$ cat config.mk
export PLATFORM = sky130hd
export DESIGN_NAME = decimal_record_stream_parser_top_flat
export DESIGN_NICKNAME = d
export VERILOG_FILES = /design/src/rtl/core/drsp_pkg.sv /design/src/rtl/core/drsp_in_if.sv /design/src/rtl/core/drsp_out_if.sv /design/src/rtl/core/decimal_record_stream_parser_top.sv /design/src/flat_wrapper.sv
export SDC_FILE = /design/constraint.sdc
export NUM_CORES = 1
export LEC_CHECK = 0
export BUFFER_PORTS_ARGS = -buffer_cell sky130_fd_sc_hd__buf_2
export CAP_MARGIN = 10
export CORE_AREA = 2 2 129 99
export DETAILED_ROUTE_END_ITERATION = 7
export DIE_AREA = 0 0 131 101
export GPL_ROUTABILITY_DRIVEN = 0
export PLACE_DENSITY = 0.86
export SLEW_MARGIN = 30
export SYNTH_ARGS = -nofsm -noshare
export SYNTH_HDL_FRONTEND = slang
export SYNTH_SLANG_ARGS = --single-unit
$ cat constraint.sdc
create_clock -name clk -period 6.15 [get_ports clk]
set_input_delay 0.9225 -clock clk [delete_from_list [all_inputs] [get_ports clk]]
set_output_delay 0.9225 -clock clk [all_outputs]
set_load 0.05 [all_outputs]
$ cat src/rtl/core/drsp_pkg.sv
// ----------------------------------------------------------------------------
// drsp_pkg
// Types and constants shared by the decimal record stream parser files.
// ----------------------------------------------------------------------------
package drsp_pkg;

	localparam int unsigned NAME_LEN = 16;

	localparam logic [7:0] NEWLINE    = 8'd10;
	localparam logic [7:0] DIGIT_ZERO = 8'd48;

	localparam int unsigned VALUE_W = 32;
	localparam int unsigned POS_W   = 5;

	typedef enum logic [1:0] {
		PH_IDLE = 2'd0,
		PH_SLOT = 2'd1,
		PH_TRAY = 2'd2,
		PH_REC  = 2'd3
	} phase_t;

	typedef enum logic [1:0] {
		RF_NAME   = 2'd0,
		RF_NUMBER = 2'd1,
		RF_AMOUNT = 2'd2,
		RF_PRICE  = 2'd3
	} rec_field_t;

	localparam logic [2:0] KIND_SLOT   = 3'd0;
	localparam logic [2:0] KIND_TRAY   = 3'd1;
	localparam logic [2:0] KIND_NAME   = 3'd2;
	localparam logic [2:0] KIND_NUMBER = 3'd3;
	localparam logic [2:0] KIND_AMOUNT = 3'd4;
	localparam logic [2:0] KIND_PRICE  = 3'd5;

	typedef struct packed {
		logic [7:0] data_byte;
		logic       start_of_message;
		logic       end_of_message;
	} in_word_t;

	typedef struct packed {
		logic [2:0]         field_kind;
		logic [7:0]         record_index;
		logic [3:0]         char_position;
		logic [VALUE_W-1:0] field_value;
	} out_word_t;

endpackage

$ cat src/rtl/core/drsp_in_if.sv
// ----------------------------------------------------------------------------
// drsp_in_if
// Valid/ready channel carrying one message byte with its framing marks.
// ----------------------------------------------------------------------------
interface drsp_in_if;
	logic              valid;
	logic              ready;
	drsp_pkg::in_word_t data;

	modport source (output valid, output data, input ready);
	modport sink   (input valid, input data, output ready);
endinterface

$ cat src/rtl/core/drsp_out_if.sv
// ----------------------------------------------------------------------------
// drsp_out_if
// Valid/ready channel carrying one table write event.
// ----------------------------------------------------------------------------
interface drsp_out_if;
	logic               valid;
	logic               ready;
	drsp_pkg::out_word_t data;

	modport source (output valid, output data, input ready);
	modport sink   (input valid, input data, output ready);
endinterface

$ cat src/rtl/core/decimal_record_stream_parser_top.sv
// ----------------------------------------------------------------------------
// decimal_record_stream_parser_top
// Parses an upload message into slot/tray header values and record writes.
// ----------------------------------------------------------------------------
// Takes one byte word per cycle on rx unless tx stalls, and gives at most one
// write event per byte on tx. A byte is captured in an input register,
// then parsed against the parser state into the result register. The
// sustained rate of one byte per cycle without stalls is set by the single
// multiply-by-ten-and-add of the accumulator. The first byte of a message
// (start_of_message) is skipped, and the parser idles after end_of_message.
// Name characters past NAME_LEN are dropped without a word on tx.
module decimal_record_stream_parser_top (
	input  logic       clk,
	input  logic       arst_n,
	drsp_in_if.sink    rx,
	drsp_out_if.source tx
);

	// input register
	logic               v_s1;
	drsp_pkg::in_word_t in_s1;
	logic               adv;

	// parser state
	drsp_pkg::phase_t                 phase_q, phase_d;
	drsp_pkg::rec_field_t             field_q, field_d;
	logic [drsp_pkg::VALUE_W-1:0]     acc_q, acc_d;
	logic [drsp_pkg::POS_W-1:0]       pos_q, pos_d;
	logic [7:0]                       entry_q, entry_d;

	// result register
	logic                 out_v_q;
	drsp_pkg::out_word_t  out_q;
	logic                 res_v;
	drsp_pkg::out_word_t  res;

	logic                 is_nl;
	logic [drsp_pkg::VALUE_W-1:0] acc_next;
	logic                 name_room;

	assign adv      = v_s1 && (!out_v_q || tx.ready);
	assign rx.ready = !v_s1 || adv;

	assign is_nl     = (in_s1.data_byte == drsp_pkg::NEWLINE);
	// acc * 10 + byte - '0', modulo 2^32
	assign acc_next  = (acc_q << 3) + (acc_q << 1)
		+ {{(drsp_pkg::VALUE_W-8){1'b0}}, in_s1.data_byte}
		- {{(drsp_pkg::VALUE_W-8){1'b0}}, drsp_pkg::DIGIT_ZERO};
	assign name_room = ({1'b0, pos_q} < (drsp_pkg::POS_W+1)'(drsp_pkg::NAME_LEN));

	always_ff @(posedge clk or negedge arst_n) begin
		if (!arst_n) begin
			v_s1 <= 1'b0;
		end else if (rx.ready) begin
			v_s1 <= rx.valid;
		end
	end

	always_ff @(posedge clk) begin
		if (rx.ready && rx.valid) begin
			in_s1 <= rx.data;
		end
	end

	// next state
	always_comb begin
		phase_d = phase_q;
		field_d = field_q;
		acc_d   = acc_q;
		pos_d   = pos_q;
		entry_d = entry_q;
		if (in_s1.start_of_message) begin
			phase_d = in_s1.end_of_message ? drsp_pkg::PH_IDLE : drsp_pkg::PH_SLOT;
			field_d = drsp_pkg::RF_NAME;
			acc_d   = '0;
			pos_d   = '0;
			entry_d = 8'd1;
		end else begin
			unique case (phase_q) inside
				drsp_pkg::PH_IDLE: ;
				drsp_pkg::PH_SLOT, drsp_pkg::PH_TRAY: begin
					if (is_nl) begin
						acc_d   = '0;
						phase_d = (phase_q == drsp_pkg::PH_SLOT) ? drsp_pkg::PH_TRAY
							: drsp_pkg::PH_REC;
					end else begin
						acc_d = acc_next;
					end
				end
				drsp_pkg::PH_REC: begin
					if (field_q == drsp_pkg::RF_NAME) begin
						if (is_nl) begin
							field_d = drsp_pkg::RF_NUMBER;
							pos_d   = '0;
						end else if (name_room) begin
							pos_d = pos_q + 1'b1;
						end
					end else if (is_nl) begin
						acc_d = '0;
						if (field_q == drsp_pkg::RF_PRICE) begin
							field_d = drsp_pkg::RF_NAME;
							entry_d = entry_q + 8'd1;
						end else begin
							field_d = drsp_pkg::rec_field_t'(field_q + 2'd1);
						end
					end else begin
						acc_d = acc_next;
					end
				end
				default: ;
			endcase
			if (in_s1.end_of_message) begin
				phase_d = drsp_pkg::PH_IDLE;
			end
		end
	end

	// result word
	always_comb begin
		res_v = 1'b0;
		res   = '0;
		if (!in_s1.start_of_message) begin
			unique case (phase_q) inside
				drsp_pkg::PH_IDLE: ;
				drsp_pkg::PH_SLOT, drsp_pkg::PH_TRAY: begin
					res_v = is_nl;
					res.field_kind  = (phase_q == drsp_pkg::PH_SLOT) ? drsp_pkg::KIND_SLOT
						: drsp_pkg::KIND_TRAY;
					res.field_value = acc_q;
				end
				drsp_pkg::PH_REC: begin
					res.record_index = entry_q;
					if (field_q == drsp_pkg::RF_NAME) begin
						res_v             = !is_nl && name_room;
						res.field_kind    = drsp_pkg::KIND_NAME;
						res.char_position = pos_q[3:0];
						res.field_value   = {{(drsp_pkg::VALUE_W-8){1'b0}}, in_s1.data_byte};
					end else begin
						res_v           = is_nl;
						res.field_kind  = drsp_pkg::KIND_NAME + {1'b0, field_q};
						res.field_value = acc_q;
					end
				end
				default: ;
			endcase
		end
	end

	always_ff @(posedge clk or negedge arst_n) begin
		if (!arst_n) begin
			phase_q <= drsp_pkg::PH_IDLE;
			field_q <= drsp_pkg::RF_NAME;
			acc_q   <= '0;
			pos_q   <= '0;
			entry_q <= 8'd1;
			out_v_q <= 1'b0;
		end else begin
			if (adv) begin
				phase_q <= phase_d;
				field_q <= field_d;
				acc_q   <= acc_d;
				pos_q   <= pos_d;
				entry_q <= entry_d;
				out_v_q <= res_v;
			end else if (tx.ready) begin
				out_v_q <= 1'b0;
			end
		end
	end

	always_ff @(posedge clk) begin
		if (adv && res_v) begin
			out_q <= res;
		end
	end

	assign tx.valid = out_v_q;
	assign tx.data  = out_q;

endmodule

$ cat src/flat_wrapper.sv
// flat-port wrapper written by rule: the top's interface ports become plain ports
module decimal_record_stream_parser_top_flat 
  (clk, arst_n, rx_valid, rx_data, rx_ready, tx_valid, tx_data, tx_ready);
  drsp_in_if rx_i ();
  drsp_out_if tx_i ();
  input  logic clk;
  input  logic arst_n;
  input wire logic [$bits(rx_i.valid)-1:0] rx_valid;
  input wire logic [$bits(rx_i.data)-1:0] rx_data;
  output wire logic [$bits(rx_i.ready)-1:0] rx_ready;
  output wire logic [$bits(tx_i.valid)-1:0] tx_valid;
  output wire logic [$bits(tx_i.data)-1:0] tx_data;
  input wire logic [$bits(tx_i.ready)-1:0] tx_ready;
  assign rx_i.valid = rx_valid;
  assign rx_i.data = rx_data;
  assign rx_ready = rx_i.ready;
  assign tx_valid = tx_i.valid;
  assign tx_data = tx_i.data;
  assign tx_i.ready = tx_ready;
  decimal_record_stream_parser_top u_core (.clk(clk), .arst_n(arst_n), .rx(rx_i), .tx(tx_i));
endmodule
== Word-level counts from Yosys, hierarchy flattened ==
Index checks and enable logic that the tools add are counted.

* Word-level logic and storage cells: 94
* Register bits: 108
* Input port bits: 14
* Output and inout bits: 49

* Add/sub/neg operators: 7
* Eq/ne operators: 7
* Reduce and logical (&&, ||, !) cells: 27
* Mux-type cells: 36
* Bitwise operators: 2
* $lt $le $gt $ge: 1

{| class="wikitable"
|+ Operator list
! kind !! number
|-
| $mux 32 || 4
|-
| $pmux 32 s2 || 2
|-
| $mux 8 || 5
|-
| $add 32x32->32 || 1
|-
| $add 32x8->32 || 1
|-
| $sub 32x6->32 const B || 1
|-
| $mux 5 || 5
|-
| $mux 2 || 10
|-
| $reduce_bool 3->1 || 4
|-
| $reduce_bool 2->1 || 5
|-
| $reduce_and 3->1 || 3
|-
| $add 8x1->8 const B || 1
|-
| $eq 8x4->1 const B || 1
|-
| $mux 1 || 7
|-
| $eq 2x2->1 const B || 3
|-
| $pmux 3 s2 || 1
|-
| $add 5x1->5 const B || 1
|-
| $lt 5x5->1 const B || 1
|-
| $reduce_and 5->1 || 1
|-
| $logic_and 1x1->1 || 4
|-
| $reduce_and 4->1 || 1
|-
| $reduce_or 2->1 || 2
|-
| $add 2x2->3 const A || 1
|-
| $logic_not 1->1 || 3
|-
| other kinds (10) || 12
|}

== Logic depth before layout (Yosys ltp) ==
* Depth after elaboration: 7
* Depth in mapped cells: 14
* Mapped depth without buffers: 14

== Worst setup path after synthesis ==
No wires, ideal clock.

* Kind: input to register
* Start: in tx_ready
* End: reg u_core.out_v_q (netlist: u_core.tx.valid)
* Library setup time: 0.086 ns
* Path slack: 0.706 ns
* Required time: 6.064 ns
* Cell stages on the path: 5
* Path buffers: 1
* Arrival: 5.358 ns
* Cells stage by stage: nor2b_1 > nand2b_1 > clkbuf_1 > a211oi_1 > or2_2

* Longest elaborated chain between the ends: 3
* Elaborated cells between the ends (all ways): 4
* Those cells by class: mux (1); reduce/logical (3)

{| class="wikitable"
|+ RTL lines
! what !! RTL line !! text
|-
| start, declared || flat_wrapper.sv:13 || <nowiki>input wire logic [$bits(tx_i.ready)-1:0] tx_ready;</nowiki>
|-
| $logic_or 1x1->1 || decimal_record_stream_parser_top.sv:41 || <nowiki>assign adv = v_s1 && (!out_v_q || tx.ready);</nowiki>
|-
| $logic_and 1x1->1 || decimal_record_stream_parser_top.sv:41 ||
|-
| $mux 1 or $reduce_bool 2->1 (tied branches) || -- ||
|-
| end signal, assigned || decimal_record_stream_parser_top.sv:164 || <nowiki>out_v_q <= res_v;</nowiki>
|-
| end, declared || decimal_record_stream_parser_top.sv:32 || <nowiki>logic out_v_q;</nowiki>
|}

Several ways; a longest one is shown, not always the timed one.
A chain may end at the register's enable or synchronous reset.

== Worst setup path after layout ==
* Start: reg u_core.acc_q[0] in the netlist's numbering
* End: reg u_core.acc_q[31] in the netlist's numbering

* Longest elaborated chain between the ends: 7

{| class="wikitable"
|+ RTL lines
! what !! RTL line !! text
|-
| start, declared || decimal_record_stream_parser_top.sv:27 || <nowiki>logic [drsp_pkg::VALUE_W-1:0] acc_q, acc_d;</nowiki>
|-
| start signal, assigned || decimal_record_stream_parser_top.sv:153 || <nowiki>acc_q <= '0;</nowiki>
|-
| start signal, assigned || decimal_record_stream_parser_top.sv:161 || <nowiki>acc_q <= acc_d;</nowiki>
|-
| $add 32x32->32 * || decimal_record_stream_parser_top.sv:46 || <nowiki>assign acc_next = (acc_q << 3) + (acc_q << 1)</nowiki>
|-
| $add 32x8->32 * || decimal_record_stream_parser_top.sv:47 || <nowiki>+ {{(drsp_pkg::VALUE_W-8){1'b0}}, in_s1.data_byte}</nowiki>
|-
| $sub 32x6->32 * || decimal_record_stream_parser_top.sv:48 || <nowiki>- {{(drsp_pkg::VALUE_W-8){1'b0}}, drsp_pkg::DIGIT_ZERO};</nowiki>
|-
| $mux 32 * || decimal_record_stream_parser_top.sv:82, decimal_record_stream_parser_top.sv:98 ||
|-
| $mux 32 || decimal_record_stream_parser_top.sv:91 || <nowiki>if (field_q == drsp_pkg::RF_NAME) begin</nowiki>
|-
| $pmux 32 s2 * || decimal_record_stream_parser_top.sv:79 || <nowiki>unique case (phase_q) inside</nowiki>
|-
| $mux 32 * || decimal_record_stream_parser_top.sv:72 || <nowiki>if (in_s1.start_of_message) begin</nowiki>
|}

Mark *: on every way between the ends. The rest lies on a longest branch, timed or not. The select of a mux whose other input is x is not followed.

==> results.env <==
STATUS='finished clean'
FMAXACHIEVABLE_GHz=0.2823
CLOCK_SINK_COUNT=108
VIA_COUNT_OF_THE_FIRST_GLOBAL_ROUTING_PASS=5178
NUM-NETS-FINAL=888
AVGSYNTHCELLAREA_UM2=9.668
WORST_REG_TO_REG_PATH_CELL_COUNT=14
GR-TOTAL-OVERFLOW=0
REG2REG_SETUP_SLACK_NS=2.61
POSTSYNTHNETCOUNT=838
CP.ARRIVAL_NS=3.76
CTS.REPAIR.RESIZED=0
SYNTH.CELL_AREA_UM2=7038
ANTENNA_FOUND_INITIAL=0
POST_ROUTE_CELLS_DRIVE_ABOVE_1_SHARE=0.1213
DR_TOTAL_VIAS=5397
FF_LATCH_AREA_UM2=2989
IO_PINS=63
HPWLAFTERDP_UM=11060
CTS.HOLD.BUFFERS_ADDED=0
GRT_MAX_DEGREE=52
POST-CTS-SETUP-BUFFERS=0
SYNTH-ASYNC-RESET-RATIO=0.4722
DRT_PASS1_ITERATIONS=5
MIN_FROM='u_core.acc_q[16]'
PLACEABLECOREAREA_UM2=12040
MIN_DELAY_ENDPOINT='u_core.acc_q[16]'
DIEWIDTH_UM=131
GRT_PASS1_WL_UM=25160
SYNTH-SEQ-CELLS=108
PLACED_AREA_UM2=7477
DRV_SLEW=0
FINAL_HOLD_VIOL_COUNT=0
CLK_TRANSITION_REPORTED_PATHS_NS=0.08
YS.FLOP_TYPE='edfxtp_1'
FIN_CRIT_NS=3.542
TIMING.SETUP.CRITICAL_PATH_CLASS='flop to flop'
WORSTMARGINPINSLEW_NS=0.8654
FLOORPLAN.INITIALDENSITY=0.5844
SYNTH_SEQUENTIAL_AREA_RATIO=0.4247
WORST_SETUP_PATH_END_KIND='flop'
CRIT_FANOUT=4
WIRELENGTH_UM=15200
CLOCK_TREE.HTREE_LEVEL_COUNT=3
SETUP-VIOLATIONS-FINAL=0
NETLIST_INSTANCES=728
SYNTH.YOSYS.WARNINGS=0
FINAL_CRITICAL_PATH_SHARE_OF_THE_CLOCK_PERIOD=0.5760
NUMCTSBUFFERS=9
CLOCK-SKEW-FINAL_NS=0.007717
HOLDPATHSTAGES=2
DIE_AREA_UM2=13230
DRT-VIAS-PER-INSTANCE=5.687
IO_BUFFER_COUNT=62
NUM_ANTENNA_CELLS=0
AREA_USED_BY_MULTI_INPUT_COMBINATIONAL_LOGIC_UM2=3553
UNREPAIRED_SETUP_ENDPOINTS_AFTER_GLOBAL_ROUTING='false'
CTS_ROOT_BUF='clkbuf_16'
CTS_TREE='yes'
R2R_END='u_core.acc_q[31]'
WORST_EP_REQUIRED_TIME_NS=6.37
CRITPATHLAUNCHTYPE='flop'
GROUTE.USAGE.OVERALL=0.2430
SYNTHDISTINCTLIBCELLS=55
ANT_NETS=0
FLOORPLAN.ROWS=35
SYNTH_ENABLE_FLOP_CELLS=57
CRITICAL_PATH.REG2REG.STARTPOINT='u_core.acc_q[0]'
TNS_NS=0
HP-CLASS='flop to flop'
SLEW-LIMIT-HEADROOM=0.4209
DRT_ITER0_MARKERS=522
FINAL_AREA_UM2=7781
SYN_TO_FINAL_GROWTH_PCT=10.56
DRT-WIRELENGTH-PER-CELL_UM=16.02
DRC=0
N_FILL_CELL=929
DIE_HEIGHT_UM=101
CLOCK_TREE.BUFFER_DEPTH=2
MAXCAPVIOLCOUNT=0
CLKLATENCYLATEPIN_NS=0.35
-- per-stage QoR --
stage	cells	hold WS, ns	worst slack (ns)	util
final	949	0.4862	2.608	0.6461
after global routing	949	0.4952	2.394	0.6461
after CTS	949	0.4849	2.655	0.6461
after detailed placement	933	0.4683	2.738	0.6209
after global placement	933	0.4607	2.840	0.6209
after floorplan	728	0.4474	0.7055	-
-- layout by cell type (no fill, tap or decap), types with 5 or more instances in the layout --
master     instances
a21o_1            10
a21oi_1           38
a22oi_1            7
and2_1            19
buf_2             62
buf_4              5
clkbuf_16          9
dfrtp_1           50
edfxtp_1          57
fa_1               6
ha_1              90
inv_1            100
nand2_1           64
nand2b_1           6
nand3_1           13
nand4_1            9
nor2_1            38
nor2b_1            7
nor3_1            25
o211ai_1           5
o21a_1             7
o21ai_0           51
o31ai_1            6
xnor2_1           15
xor2_1            16
-- synthesized netlist by cell type (5+ instances only) --
library cell	instances	area [um^2]
dfrtp_1	50	1251
nor3_1	25	125.1
ha_1	90	1126
a21o_1	10	75.07
inv_1	100	375.4
nor2b_1	7	43.79
a21oi_1	38	190.2
nor2_1	38	142.6
nand2b_1	6	37.54
o21a_1	7	52.55
clkbuf_1	17	63.81
nand3_1	13	65.06
edfxtp_1	57	1712
o211ai_1	5	37.54
and2_1	19	118.9
fa_1	6	120.1
nand4_1	9	56.30
a22oi_1	7	52.55
xor2_1	16	140.1
xnor2_1	15	131.4
o21ai_0	52	260.3
o31ai_1	6	45.04
nand2_1	64	240.2
-- flip-flops by register name (all words and copies together) (netlist names) --
register,count
u_core.pos_q,5
u_core.acc_q,32
u_core.tx.data,47
u_core.phase_q,2
u_core.entry_q,8
u_core.tx.valid,1
u_core.field_q,2
u_core.in_s1,10
u_core.v_s1,1
-- kinds of logic (layout without fill, tap and decap cells) --
kind of cell,Yosys count,in the layout,share of synthesized area
AND/OR/NAND/NOR,198,198,0.1356
AO/OA/AOI/OAI,162,162,0.1449
buffers and inverters,129,184,0.07271
flip-flops,108,108,0.4247
adder cells (fa/ha/maj),96,96,0.1771
XOR/XNOR,31,31,0.03858
multiplexers,4,4,0.006400
-- critical path, stage by stage, from the launching register on --
cell and delay, ns:
dfrtp_1 0.43, inv_1 0.09, fa_1 0.54, inv_1 0.04, ha_1 0.28, ha_1 0.19
inv_1 0.06, fa_1 0.39, nor2b_1 0.17, o2111ai_1 0.18, a21oi_1 0.21, o2111ai_1 0.21
o41ai_1 0.36, xnor2_1 0.17, o21ai_1 0.08
-- metal layers --
| metal | part of all wire | track usage |
|---|---|---|
| met5 | 0 | 0 |
| met4 | 0.016 | 0.07447 |
| met3 | 0.079 | 0.04830 |
| met2 | 0.45 | 0.3699 |
| met1 | 0.46 | 0.3523 |
-- layout make-up --
cell class / count / share of cell area
sequential: 108 / 0.3841
timing repair buffer: 67 / 0.04470
multi-input combinational: 491 / 0.4567
clock buffer: 9 / 0.02894
tap: 166 / 0.02669
clock inverter: 7 / 0.01013
inverter: 101 / 0.04872
-- worst max-delay path by stage --
| stage | from | end | slack, ns | cells past startpoint |
|---|---|---|---|---|
| after floorplan | tx_ready | u_core.tx.valid | 0.71 | 5 |
| after global placement | u_core.acc_q[0] | u_core.acc_q[31] | 2.84 | 14 |
| after detailed placement | u_core.acc_q[0] | u_core.acc_q[31] | 2.74 | 14 |
| after CTS | u_core.acc_q[0] | u_core.acc_q[31] | 2.65 | 14 |
| after global routing | u_core.acc_q[0] | u_core.acc_q[31] | 2.39 | 14 |
| final | u_core.acc_q[0] | u_core.acc_q[31] | 2.61 | 14 |
Power is not shown: default switching activity piles up to over one toggle a cycle in this logic, so the estimate is an artifact.
